[src/design/ple_pkg.sv]
// Shared definitions for the positional list engine.
// Holds operation and status codes, widths, and the cell command type.
// No dependencies.
package ple_pkg;

   localparam int CAPACITY_DEF = 16;
   localparam int DATA_W       = 32;
   localparam int OP_W         = 3;
   localparam int POS_W        = 5;
   localparam int STATUS_W     = 2;
   localparam int TOTAL_W      = 5;

   localparam logic [OP_W-1:0] OP_INS_FIRST = 3'd0;
   localparam logic [OP_W-1:0] OP_INS_LAST  = 3'd1;
   localparam logic [OP_W-1:0] OP_INS_AT    = 3'd2;
   localparam logic [OP_W-1:0] OP_DEL_FIRST = 3'd3;
   localparam logic [OP_W-1:0] OP_DEL_LAST  = 3'd4;
   localparam logic [OP_W-1:0] OP_DEL_AT    = 3'd5;
   localparam logic [OP_W-1:0] OP_DUMP      = 3'd6;

   localparam logic [STATUS_W-1:0] STAT_OK     = 2'd0;
   localparam logic [STATUS_W-1:0] STAT_BADPOS = 2'd1;
   localparam logic [STATUS_W-1:0] STAT_FULL   = 2'd2;
   localparam logic [STATUS_W-1:0] STAT_EMPTY  = 2'd3;

   typedef enum logic [1:0] {
      CELL_HOLD   = 2'd0,
      CELL_INSERT = 2'd1,
      CELL_DELETE = 2'd2,
      CELL_ROTATE = 2'd3
   } cell_mode_type;

   typedef struct packed {
      cell_mode_type            mode;
      logic signed [DATA_W-1:0] value;
   } cell_cmd_type;

endpackage

[src/design/ple_cell.sv]
// One storage cell of the list chain: holds a single element.
// Shifts from a neighbor, loads the new value or the head value, or holds, per broadcast command.
// Depends on ple_pkg.
module ple_cell #(
   parameter int IDX_W = 4,
   parameter int INDEX = 0
) (
   input  logic                              clock,
   input  ple_pkg::cell_cmd_type             cmd,
   input  logic [IDX_W-1:0]                  sel_idx,
   input  logic [IDX_W-1:0]                  wrap_idx,
   input  logic signed [ple_pkg::DATA_W-1:0] left_data,
   input  logic signed [ple_pkg::DATA_W-1:0] right_data,
   input  logic signed [ple_pkg::DATA_W-1:0] head_data,
   output logic signed [ple_pkg::DATA_W-1:0] data
);

   localparam logic [IDX_W-1:0] MY_IDX = IDX_W'(INDEX);

   logic signed [ple_pkg::DATA_W-1:0] data_ff;
   logic signed [ple_pkg::DATA_W-1:0] data_in;

   always_comb begin
      data_in = data_ff;
      unique case (cmd.mode)
         ple_pkg::CELL_HOLD: begin
            data_in = data_ff;
         end
         ple_pkg::CELL_INSERT: begin
            if (MY_IDX == sel_idx) begin
               data_in = cmd.value;
            end else if (MY_IDX > sel_idx) begin
               data_in = left_data;
            end
         end
         ple_pkg::CELL_DELETE: begin
            if (MY_IDX >= sel_idx) begin
               data_in = right_data;
            end
         end
         ple_pkg::CELL_ROTATE: begin
            if (MY_IDX == wrap_idx) begin
               data_in = head_data;
            end else begin
               data_in = right_data;
            end
         end
         default: begin
            data_in = data_ff;
         end
      endcase
   end

   always_ff @(posedge clock) begin
      data_ff <= data_in;
   end

   assign data = data_ff;

endmodule

[src/design/ple_chain.sv]
// Row of list cells wired to their neighbors; exposes the head cell.
// Depends on ple_pkg and ple_cell.
module ple_chain #(
   parameter int CAPACITY = ple_pkg::CAPACITY_DEF,
   parameter int IDX_W    = $clog2(CAPACITY)
) (
   input  logic                              clock,
   input  ple_pkg::cell_cmd_type             cmd,
   input  logic [IDX_W-1:0]                  sel_idx,
   input  logic [IDX_W-1:0]                  wrap_idx,
   output logic signed [ple_pkg::DATA_W-1:0] head_data
);

   logic signed [ple_pkg::DATA_W-1:0] cell_data [CAPACITY];

   for (genvar i = 0; i < CAPACITY; i++) begin : g_cell
      logic signed [ple_pkg::DATA_W-1:0] left_w;
      logic signed [ple_pkg::DATA_W-1:0] right_w;

      if (i == 0) begin : g_first
         assign left_w = '0;
      end else begin : g_mid_l
         assign left_w = cell_data[i-1];
      end

      if (i == CAPACITY - 1) begin : g_last
         assign right_w = cell_data[i];
      end else begin : g_mid_r
         assign right_w = cell_data[i+1];
      end

      ple_cell #(
         .IDX_W (IDX_W),
         .INDEX (i)
      ) u_cell (
         .clock      (clock),
         .cmd        (cmd),
         .sel_idx    (sel_idx),
         .wrap_idx   (wrap_idx),
         .left_data  (left_w),
         .right_data (right_w),
         .head_data  (cell_data[0]),
         .data       (cell_data[i])
      );
   end

   assign head_data = cell_data[0];

endmodule

[src/design/positional_list_engine_core.sv]
// Positional list engine: ordered list of signed words kept in a chain of cells.
// Edits take one transaction per cycle unless stalled, result the cycle after acceptance.
// A dump emits count results, one per cycle unless stalled, rotating chain through head.
// No new request is taken while a dump is in progress or a stalled result blocks.
// Synchronous active-high reset clears the count and control; cell contents are not reset.
// Depends on ple_pkg and ple_chain.
module positional_list_engine_core #(
   parameter int CAPACITY = ple_pkg::CAPACITY_DEF
) (
   input  logic                                clock,
   input  logic                                reset,
   input  logic                                req_valid,
   output logic                                req_stall,
   input  logic [ple_pkg::OP_W-1:0]            req_op,
   input  logic signed [ple_pkg::DATA_W-1:0]   req_value,
   input  logic [ple_pkg::POS_W-1:0]           req_position,
   output logic                                rsp_valid,
   input  logic                                rsp_stall,
   output logic [ple_pkg::STATUS_W-1:0]        rsp_status,
   output logic signed [ple_pkg::DATA_W-1:0]   rsp_element,
   output logic [ple_pkg::TOTAL_W-1:0]         rsp_entry_total,
   output logic                                rsp_last
);

   localparam int IDX_W = $clog2(CAPACITY);
   localparam int CNT_W = $clog2(CAPACITY + 1);
   localparam int CMP_W = ((CNT_W > ple_pkg::POS_W) ? CNT_W : ple_pkg::POS_W) + 1;
   localparam logic [CNT_W-1:0] CNT_FULL = CNT_W'(CAPACITY);

   typedef enum logic [1:0] {
      ST_IDLE = 2'b01,
      ST_DUMP = 2'b10
   } state_type;

   state_type                          state_ff, state_in;
   logic [CNT_W-1:0]                   count_ff, count_in;
   logic [CNT_W-1:0]                   dump_left_ff, dump_left_in;
   logic                               rsp_valid_ff, rsp_valid_in;
   logic [ple_pkg::STATUS_W-1:0]       rsp_status_ff, rsp_status_in;
   logic signed [ple_pkg::DATA_W-1:0]  rsp_element_ff, rsp_element_in;
   logic [ple_pkg::TOTAL_W-1:0]        rsp_total_ff, rsp_total_in;
   logic                               rsp_last_ff, rsp_last_in;

   ple_pkg::cell_cmd_type              cmd;
   logic [IDX_W-1:0]                   sel_idx;
   logic [IDX_W-1:0]                   wrap_idx;
   logic signed [ple_pkg::DATA_W-1:0]  head_data;

   logic                               out_free;
   logic                               req_accept;
   logic                               load_rsp;
   logic                               is_full;
   logic                               is_empty;
   logic [CMP_W-1:0]                   pos_x;
   logic [CMP_W-1:0]                   cnt_x;
   logic [CMP_W-1:0]                   pos_m1;
   logic                               ins_pos_ok;
   logic                               del_pos_ok;

   ple_chain #(
      .CAPACITY (CAPACITY),
      .IDX_W    (IDX_W)
   ) u_chain (
      .clock     (clock),
      .cmd       (cmd),
      .sel_idx   (sel_idx),
      .wrap_idx  (wrap_idx),
      .head_data (head_data)
   );

   always_comb begin
      out_free   = !rsp_valid_ff || !rsp_stall;
      req_stall  = !((state_ff == ST_IDLE) && out_free);
      req_accept = req_valid && !req_stall;

      is_full    = (count_ff == CNT_FULL);
      is_empty   = (count_ff == '0);
      pos_x      = CMP_W'(req_position);
      cnt_x      = CMP_W'(count_ff);
      pos_m1     = pos_x - CMP_W'(1);
      ins_pos_ok = (pos_x != '0) && (pos_x <= cnt_x + CMP_W'(1));
      del_pos_ok = (pos_x != '0) && (pos_x <= cnt_x);

      cmd.mode     = ple_pkg::CELL_HOLD;
      cmd.value    = req_value;
      sel_idx      = '0;
      wrap_idx     = IDX_W'(count_ff - CNT_W'(1));

      state_in     = state_ff;
      count_in     = count_ff;
      dump_left_in = dump_left_ff;
      load_rsp     = 1'b0;
      rsp_status_in  = ple_pkg::STAT_OK;
      rsp_element_in = '0;
      rsp_last_in    = 1'b1;

      if (req_accept) begin
         load_rsp = 1'b1;
         unique case (req_op) inside
            ple_pkg::OP_INS_FIRST, ple_pkg::OP_INS_LAST: begin
               if (is_full) begin
                  rsp_status_in = ple_pkg::STAT_FULL;
               end else begin
                  cmd.mode = ple_pkg::CELL_INSERT;
                  sel_idx  = (req_op == ple_pkg::OP_INS_FIRST) ? '0 : IDX_W'(count_ff);
                  count_in = count_ff + CNT_W'(1);
               end
            end
            ple_pkg::OP_INS_AT: begin
               if (!ins_pos_ok) begin
                  rsp_status_in = ple_pkg::STAT_BADPOS;
               end else if (is_full) begin
                  rsp_status_in = ple_pkg::STAT_FULL;
               end else begin
                  cmd.mode = ple_pkg::CELL_INSERT;
                  sel_idx  = pos_m1[IDX_W-1:0];
                  count_in = count_ff + CNT_W'(1);
               end
            end
            ple_pkg::OP_DEL_FIRST, ple_pkg::OP_DEL_LAST: begin
               if (is_empty) begin
                  rsp_status_in = ple_pkg::STAT_EMPTY;
               end else begin
                  cmd.mode = ple_pkg::CELL_DELETE;
                  sel_idx  = (req_op == ple_pkg::OP_DEL_FIRST) ? '0 : wrap_idx;
                  count_in = count_ff - CNT_W'(1);
               end
            end
            ple_pkg::OP_DEL_AT: begin
               if (is_empty) begin
                  rsp_status_in = ple_pkg::STAT_EMPTY;
               end else if (!del_pos_ok) begin
                  rsp_status_in = ple_pkg::STAT_BADPOS;
               end else begin
                  cmd.mode = ple_pkg::CELL_DELETE;
                  sel_idx  = pos_m1[IDX_W-1:0];
                  count_in = count_ff - CNT_W'(1);
               end
            end
            ple_pkg::OP_DUMP: begin
               if (is_empty) begin
                  rsp_status_in = ple_pkg::STAT_EMPTY;
               end else begin
                  cmd.mode       = ple_pkg::CELL_ROTATE;
                  rsp_element_in = head_data;
                  rsp_last_in    = (count_ff == CNT_W'(1));
                  dump_left_in   = count_ff - CNT_W'(1);
                  if (count_ff != CNT_W'(1)) begin
                     state_in = ST_DUMP;
                  end
               end
            end
            default: begin
               rsp_status_in = ple_pkg::STAT_OK;
            end
         endcase
      end else if ((state_ff == ST_DUMP) && out_free) begin
         load_rsp       = 1'b1;
         cmd.mode       = ple_pkg::CELL_ROTATE;
         rsp_element_in = head_data;
         rsp_last_in    = (dump_left_ff == CNT_W'(1));
         dump_left_in   = dump_left_ff - CNT_W'(1);
         if (dump_left_ff == CNT_W'(1)) begin
            state_in = ST_IDLE;
         end
      end

      rsp_total_in = ple_pkg::TOTAL_W'(count_in);
      rsp_valid_in = load_rsp || (rsp_valid_ff && rsp_stall);
   end

   always_ff @(posedge clock) begin
      if (reset) begin
         state_ff     <= ST_IDLE;
         count_ff     <= '0;
         dump_left_ff <= '0;
         rsp_valid_ff <= 1'b0;
      end else begin
         state_ff     <= state_in;
         count_ff     <= count_in;
         dump_left_ff <= dump_left_in;
         rsp_valid_ff <= rsp_valid_in;
      end
   end

   always_ff @(posedge clock) begin
      if (load_rsp) begin
         rsp_status_ff  <= rsp_status_in;
         rsp_element_ff <= rsp_element_in;
         rsp_total_ff   <= rsp_total_in;
         rsp_last_ff    <= rsp_last_in;
      end
   end

   assign rsp_valid       = rsp_valid_ff;
   assign rsp_status      = rsp_status_ff;
   assign rsp_element     = rsp_element_ff;
   assign rsp_entry_total = rsp_total_ff;
   assign rsp_last        = rsp_last_ff;

endmodule

[config.mk]
export PLATFORM = sky130hd
export DESIGN_NAME = positional_list_engine_core
export DESIGN_NICKNAME = d
export VERILOG_FILES = /design/src/design/ple_pkg.sv /design/src/design/ple_cell.sv /design/src/design/ple_chain.sv /design/src/design/positional_list_engine_core.sv
export SDC_FILE = /design/constraint.sdc
export NUM_CORES = 1
export LEC_CHECK = 0
export BUFFER_PORTS_ARGS = -buffer_cell sky130_fd_sc_hd__buf_4
export CORE_MARGIN = 4
export CORE_UTILIZATION = 45
export CTS_CLUSTER_DIAMETER = 80
export DETAILED_ROUTE_END_ITERATION = 7
export PLACE_DENSITY = 0.63
export SLEW_MARGIN = 20
export SYNTH_ARGS = -nofsm -noshare
export SYNTH_HDL_FRONTEND = slang
export SYNTH_SLANG_ARGS = --single-unit
[constraint.sdc]
create_clock -name clock -period 9.65 [get_ports clock]
set_input_delay 2.4125 -clock clock [delete_from_list [all_inputs] [get_ports clock]]
set_output_delay 2.4125 -clock clock [all_outputs]
set_load 0.01 [all_outputs]
==> flow_results.org <==
** Logic synthesis
- Multiplexer fraction of the synthesized cell area :: 0.06264
- Post-synthesis sequential element count :: 565
- Leading area contributor after synthesis :: sky130_fd_sc_hd__edfxtp_1
- Parity-gate share of the synthesized area counting xor and xnor cells :: 0.002260
- Proportion of synthesized flip-flops having asynchronous set or reset :: 0
- The share of synthesized area in the top cell type comes to 0.5347.
- Dominant combinational cell family by area after synthesis :: compound AO/OA/AOI/OAI gates
- Commonest register cell after synthesis :: sky130_fd_sc_hd__edfxtp_1
- Number of unique standard cell types used by synthesis :: 77
- Syn nets :: 2757
- The share of the synthesized area in compound gates (AO/OA/AOI/OAI) is 0.2415.
- Summing every instance area after synthesis gives around 31000 um2.
- Post-synthesis simple-gate area fraction :: 0.09554
- Post-Synth Adder-Cell Area :: 0.008476
- Count of warnings emitted by yosys :: 0
- Post-Synthesis Cells :: roughly 2700
- For this run, the register share of the synthesized area comes to 0.5431.
- Top cells by area, synth :: sky130_fd_sc_hd__edfxtp_1 (53%), sky130_fd_sc_hd__a22oi_1 (10%), sky130_fd_sc_hd__mux2i_1 (6.3%), sky130_fd_sc_hd__o211ai_1 (5.5%), sky130_fd_sc_hd__nand3_1 (3.9%)
- Mean Syn Cell Area :: 11.52 um2
- Counting flops with a built-in enable in the synthesized netlist gives about 550.

** Layout
- Count of nets after finishing :: around 2700
- Number of non-filler instances in the completed layout :: 3532
- Share of layout cells above drive strength 1 :: 0.1412
- Relative to the synthesized area, the layout overhead comes to 11.25%.

** Route
- Drt drc :: 0
- For this run, the detailed router's first-pass iteration total came to 6.
- The final route contains ~26000 vias.
- Wires add up to 114000 um.
- Remaining antenna violation count after routing :: 0
- Dividing the detail-routed via count by the number of cells gives 7.274.
- DRC marker count from the first detailed-route iteration :: 3847
- Dividing the detail-routed wire length by the instance count gives 32.29 um.

** Place
- # port buffers :: 85
- Estimated wirelength of the detail-placed design :: between 60000 and 70000 um
- Including well taps, the total number of placed cells is 3411.
- Gp weighted congestion :: between 0.8 and 0.9

** Clock network
- At the later pin of the worst-skew pair, clock insertion delay measures 0.63 ns.
- Num CTS Buffers :: 67
- Gates resized during post-CTS repair numbered 0.
- The longest clock path from root to sink contains 3 buffers.
- Hold buffers post-CTS :: 0
- CTS placed an instance of sky130_fd_sc_hd__clkbuf_16 at the clock tree root.
- TritonCTS built the clock tree.
- Clock tree synthesis found a total of 565 sinks.
- In this run the post-CTS setup repair buffer count came out at 0.
- After clock tree synthesis, the clock-pin slew on the worst setup and hold paths is 0.05 ns.
- The H-tree was split into 3 levels.

** GRT
- Total track usage :: 0.2996
- The number of global-route vias before repair was 25300.
- Number of antenna violations at the first check in global routing :: 5
- Global routing finished with a remaining overflow of 0.
- Wire length of the first global-routing pass :: 166800 um
- Largest net degree at the start of global routing :: 84

** STA
- The clock arrives with 0.04231 ns of skew.
- Final Hold Fails :: 0
- Setup repair after global routing left no endpoint under its margin.
- Peak clock frequency supported by timing :: 157.2 MHz
- In this run the tightest slew margin relative to its limit is 0.1703.
- Final-layout setup total negative slack :: 0 ns
- At the pin with the least slew margin, the transition time is 1.242 ns.
- In the finished design, the share of the clock period the worst path needs comes to 0.6594.
- Count of final setup violators :: 0
- Tmin final :: 6.363 ns
- Max-slew violations :: 0

** Pwr
- Max VDD drop :: approximately 0.12 mV
- In this run the static leakage power is roughly 11 nW.
- The share of total power dissipated in combinational logic is 0.162.
- Overall power consumption after layout is estimated at 0.007012 W.
- Relative contribution of sequential cells to total power :: 0.471
- Of the total power, the share spent switching nets is 0.2916.
- Internal power of the cells :: 0.004968 W
- Sw Pwr :: 0.002044 W
- For this design the ratio of total power to cell area is 203.4 nW/um2.
- Of the total power, the clock network draws 0.367.

** Floorplan
- Initial cell density of the core :: 0.4575
- In this run the standard cell core region covers 67750 um2.
- The die is 270.5 um wide.
- During I/O placement, the number of pins put on the boundary was 86.
- Die Outline Area :: approximately 73000 um2
- Die Y :: 270.5 um
- Site Rows :: between 90 and 100

** Job
- Maximum Capacitance Violations :: 0

** Critical path
- Of all nets on the critical path, the largest fanout is 33.
- Arrival time worst endpoint :: 6.63 ns
- The worst setup path is captured at a flip-flop.
- STA classifies the critical path startpoint as a primary input.
- Data on the critical path is required at its endpoint by 9.91 ns.
- Critical path class :: primary input to flip-flop

** Run status
- The run finished with clean final reports.

** Worst hold path
- Hold Path Class :: flip-flop to flip-flop
==> kinds of logic (layout without fill, tap and decap cells) <==
logic type | Yosys count | in the layout
other | 0 | 3
adders and majority gates | 21 | 21
xor gates and xnor gates | 8 | 8
AOI/OAI and AO/OA | 1032 | 1032
and+or+nand+nor | 545 | 545
muxes | 194 | 194
DFF | 565 | 565
buffers and inverters | 327 | 291
==> synthesized netlist by cell type (21+ instances only) <==
cell type and count:
sky130_fd_sc_hd__nor2b_1 40, sky130_fd_sc_hd__a21oi_1 24, sky130_fd_sc_hd__a22oi_1 412, sky130_fd_sc_hd__o211ai_2 32, sky130_fd_sc_hd__o21bai_1 31, sky130_fd_sc_hd__a221o_1 30
sky130_fd_sc_hd__o211ai_1 226, sky130_fd_sc_hd__nor2_1 36, sky130_fd_sc_hd__edfxtp_1 552, sky130_fd_sc_hd__nand3_1 244, sky130_fd_sc_hd__o21ai_1 138, sky130_fd_sc_hd__and2_1 38
sky130_fd_sc_hd__clkbuf_1 233, sky130_fd_sc_hd__nand2_1 112, sky130_fd_sc_hd__buf_2 26, sky130_fd_sc_hd__o21ai_0 74, sky130_fd_sc_hd__ha_1 21, sky130_fd_sc_hd__mux2i_1 194
==> power by group through the flow <==
stage          Combinational [W]  Clock, W  Sequential [W]
2_1_floorplan           0.000721         0         0.00326
3_3_place_gp             0.00107         0         0.00333
3_5_place_dp             0.00110         0         0.00334
4_1_cts                  0.00110   0.00259         0.00329
5_1_grt                  0.00121   0.00269         0.00333
6_report                 0.00114   0.00257         0.00330
==> flip-flops by register name (all words and copies together), names as in the netlist <==
| signal | count |
|---|---|
| rsp_element | 32 |
| count_ff | 5 |
| u_chain.g_cell.u_cell.data | 512 |
| state_ff | 2 |
| rsp_entry_total | 5 |
| rsp_valid | 1 |
| dump_left_ff | 5 |
| rsp_last | 1 |
| rsp_status | 2 |
==> final cells by class <==
cell class	count	area [um2]
Clock buffer	84	1804
Fill cell	5925	33270
Sequential cell	565	16840
Clock inverter	33	352.8
Tap cell	873	1092
Multi-Input combinational cell	1800	13080
Antenna cell	3	7.507
Inverter	20	75.07
Timing Repair Buffer	154	1236
==> routing by layer <==
layer	wire [um]	vias up	GRT usage
li1	-	10640	-
met1	44280	12740	0.4032
met2	50880	1951	0.4600
met3	13420	361	0.06991
met4	5449	0	0.1438
met5	0	-	0
==> worst paths after layout <==
kind              startpoint                                 to  slack (ns)  depth (start not counted)
max          req_position[0]  u_chain.g_cell[8].u_cell.data[20]        3.29                         13
min          dump_left_ff[1]                    dump_left_ff[1]        0.48                          2
max reg2reg      count_ff[0]  u_chain.g_cell[7].u_cell.data[28]        3.61                         14
min reg2reg  dump_left_ff[1]                    dump_left_ff[1]        0.48                          2
==> worst max-delay path, stage by stage <==
cell                       delay [ns]
sky130_fd_sc_hd__buf_4           0.14
sky130_fd_sc_hd__inv_1           0.13
sky130_fd_sc_hd__ha_1            0.17
sky130_fd_sc_hd__nor4b_1         0.46
sky130_fd_sc_hd__nor2_1          0.10
sky130_fd_sc_hd__and3_1          0.30
sky130_fd_sc_hd__nor2_2          0.33
sky130_fd_sc_hd__o211ai_4        0.24
sky130_fd_sc_hd__nor3_4          0.19
sky130_fd_sc_hd__buf_4           0.69
sky130_fd_sc_hd__inv_1           0.19
sky130_fd_sc_hd__a21oi_4         0.74
sky130_fd_sc_hd__buf_4           0.48
==> stage by stage <==
step | instance area (um2) | hold WS (ns) | setup slack [ns] | utilization
4_1_cts | 34440 | 0.4838 | 3.184 | 0.5084
3_3_place_gp | 32200 | 0.4611 | 2.653 | 0.4752
3_5_place_dp | 32290 | 0.4754 | 2.557 | 0.4765
6_report | 34480 | 0.4823 | 3.287 | 0.5090
2_1_floorplan | 31000 | 0.4450 | 2.037 | -
5_1_grt | 34480 | 0.5042 | 3.126 | 0.5089
==> cell usage in the layout, fill, tap and decap left out, drive strengths merged, types with 25 or more instances in the layout <==
cell    instances
edfxtp        552
inv            25
clkbuf         84
nand3         263
o21ai         214
nor2           39
a22oi         412
nor2b          40
a21oi          26
and2           40
o21bai         32
a221o          30
buf           154
mux2i         194
o211ai        259
nand2         112
Note: power is estimated with default switching activity, not from simulation.
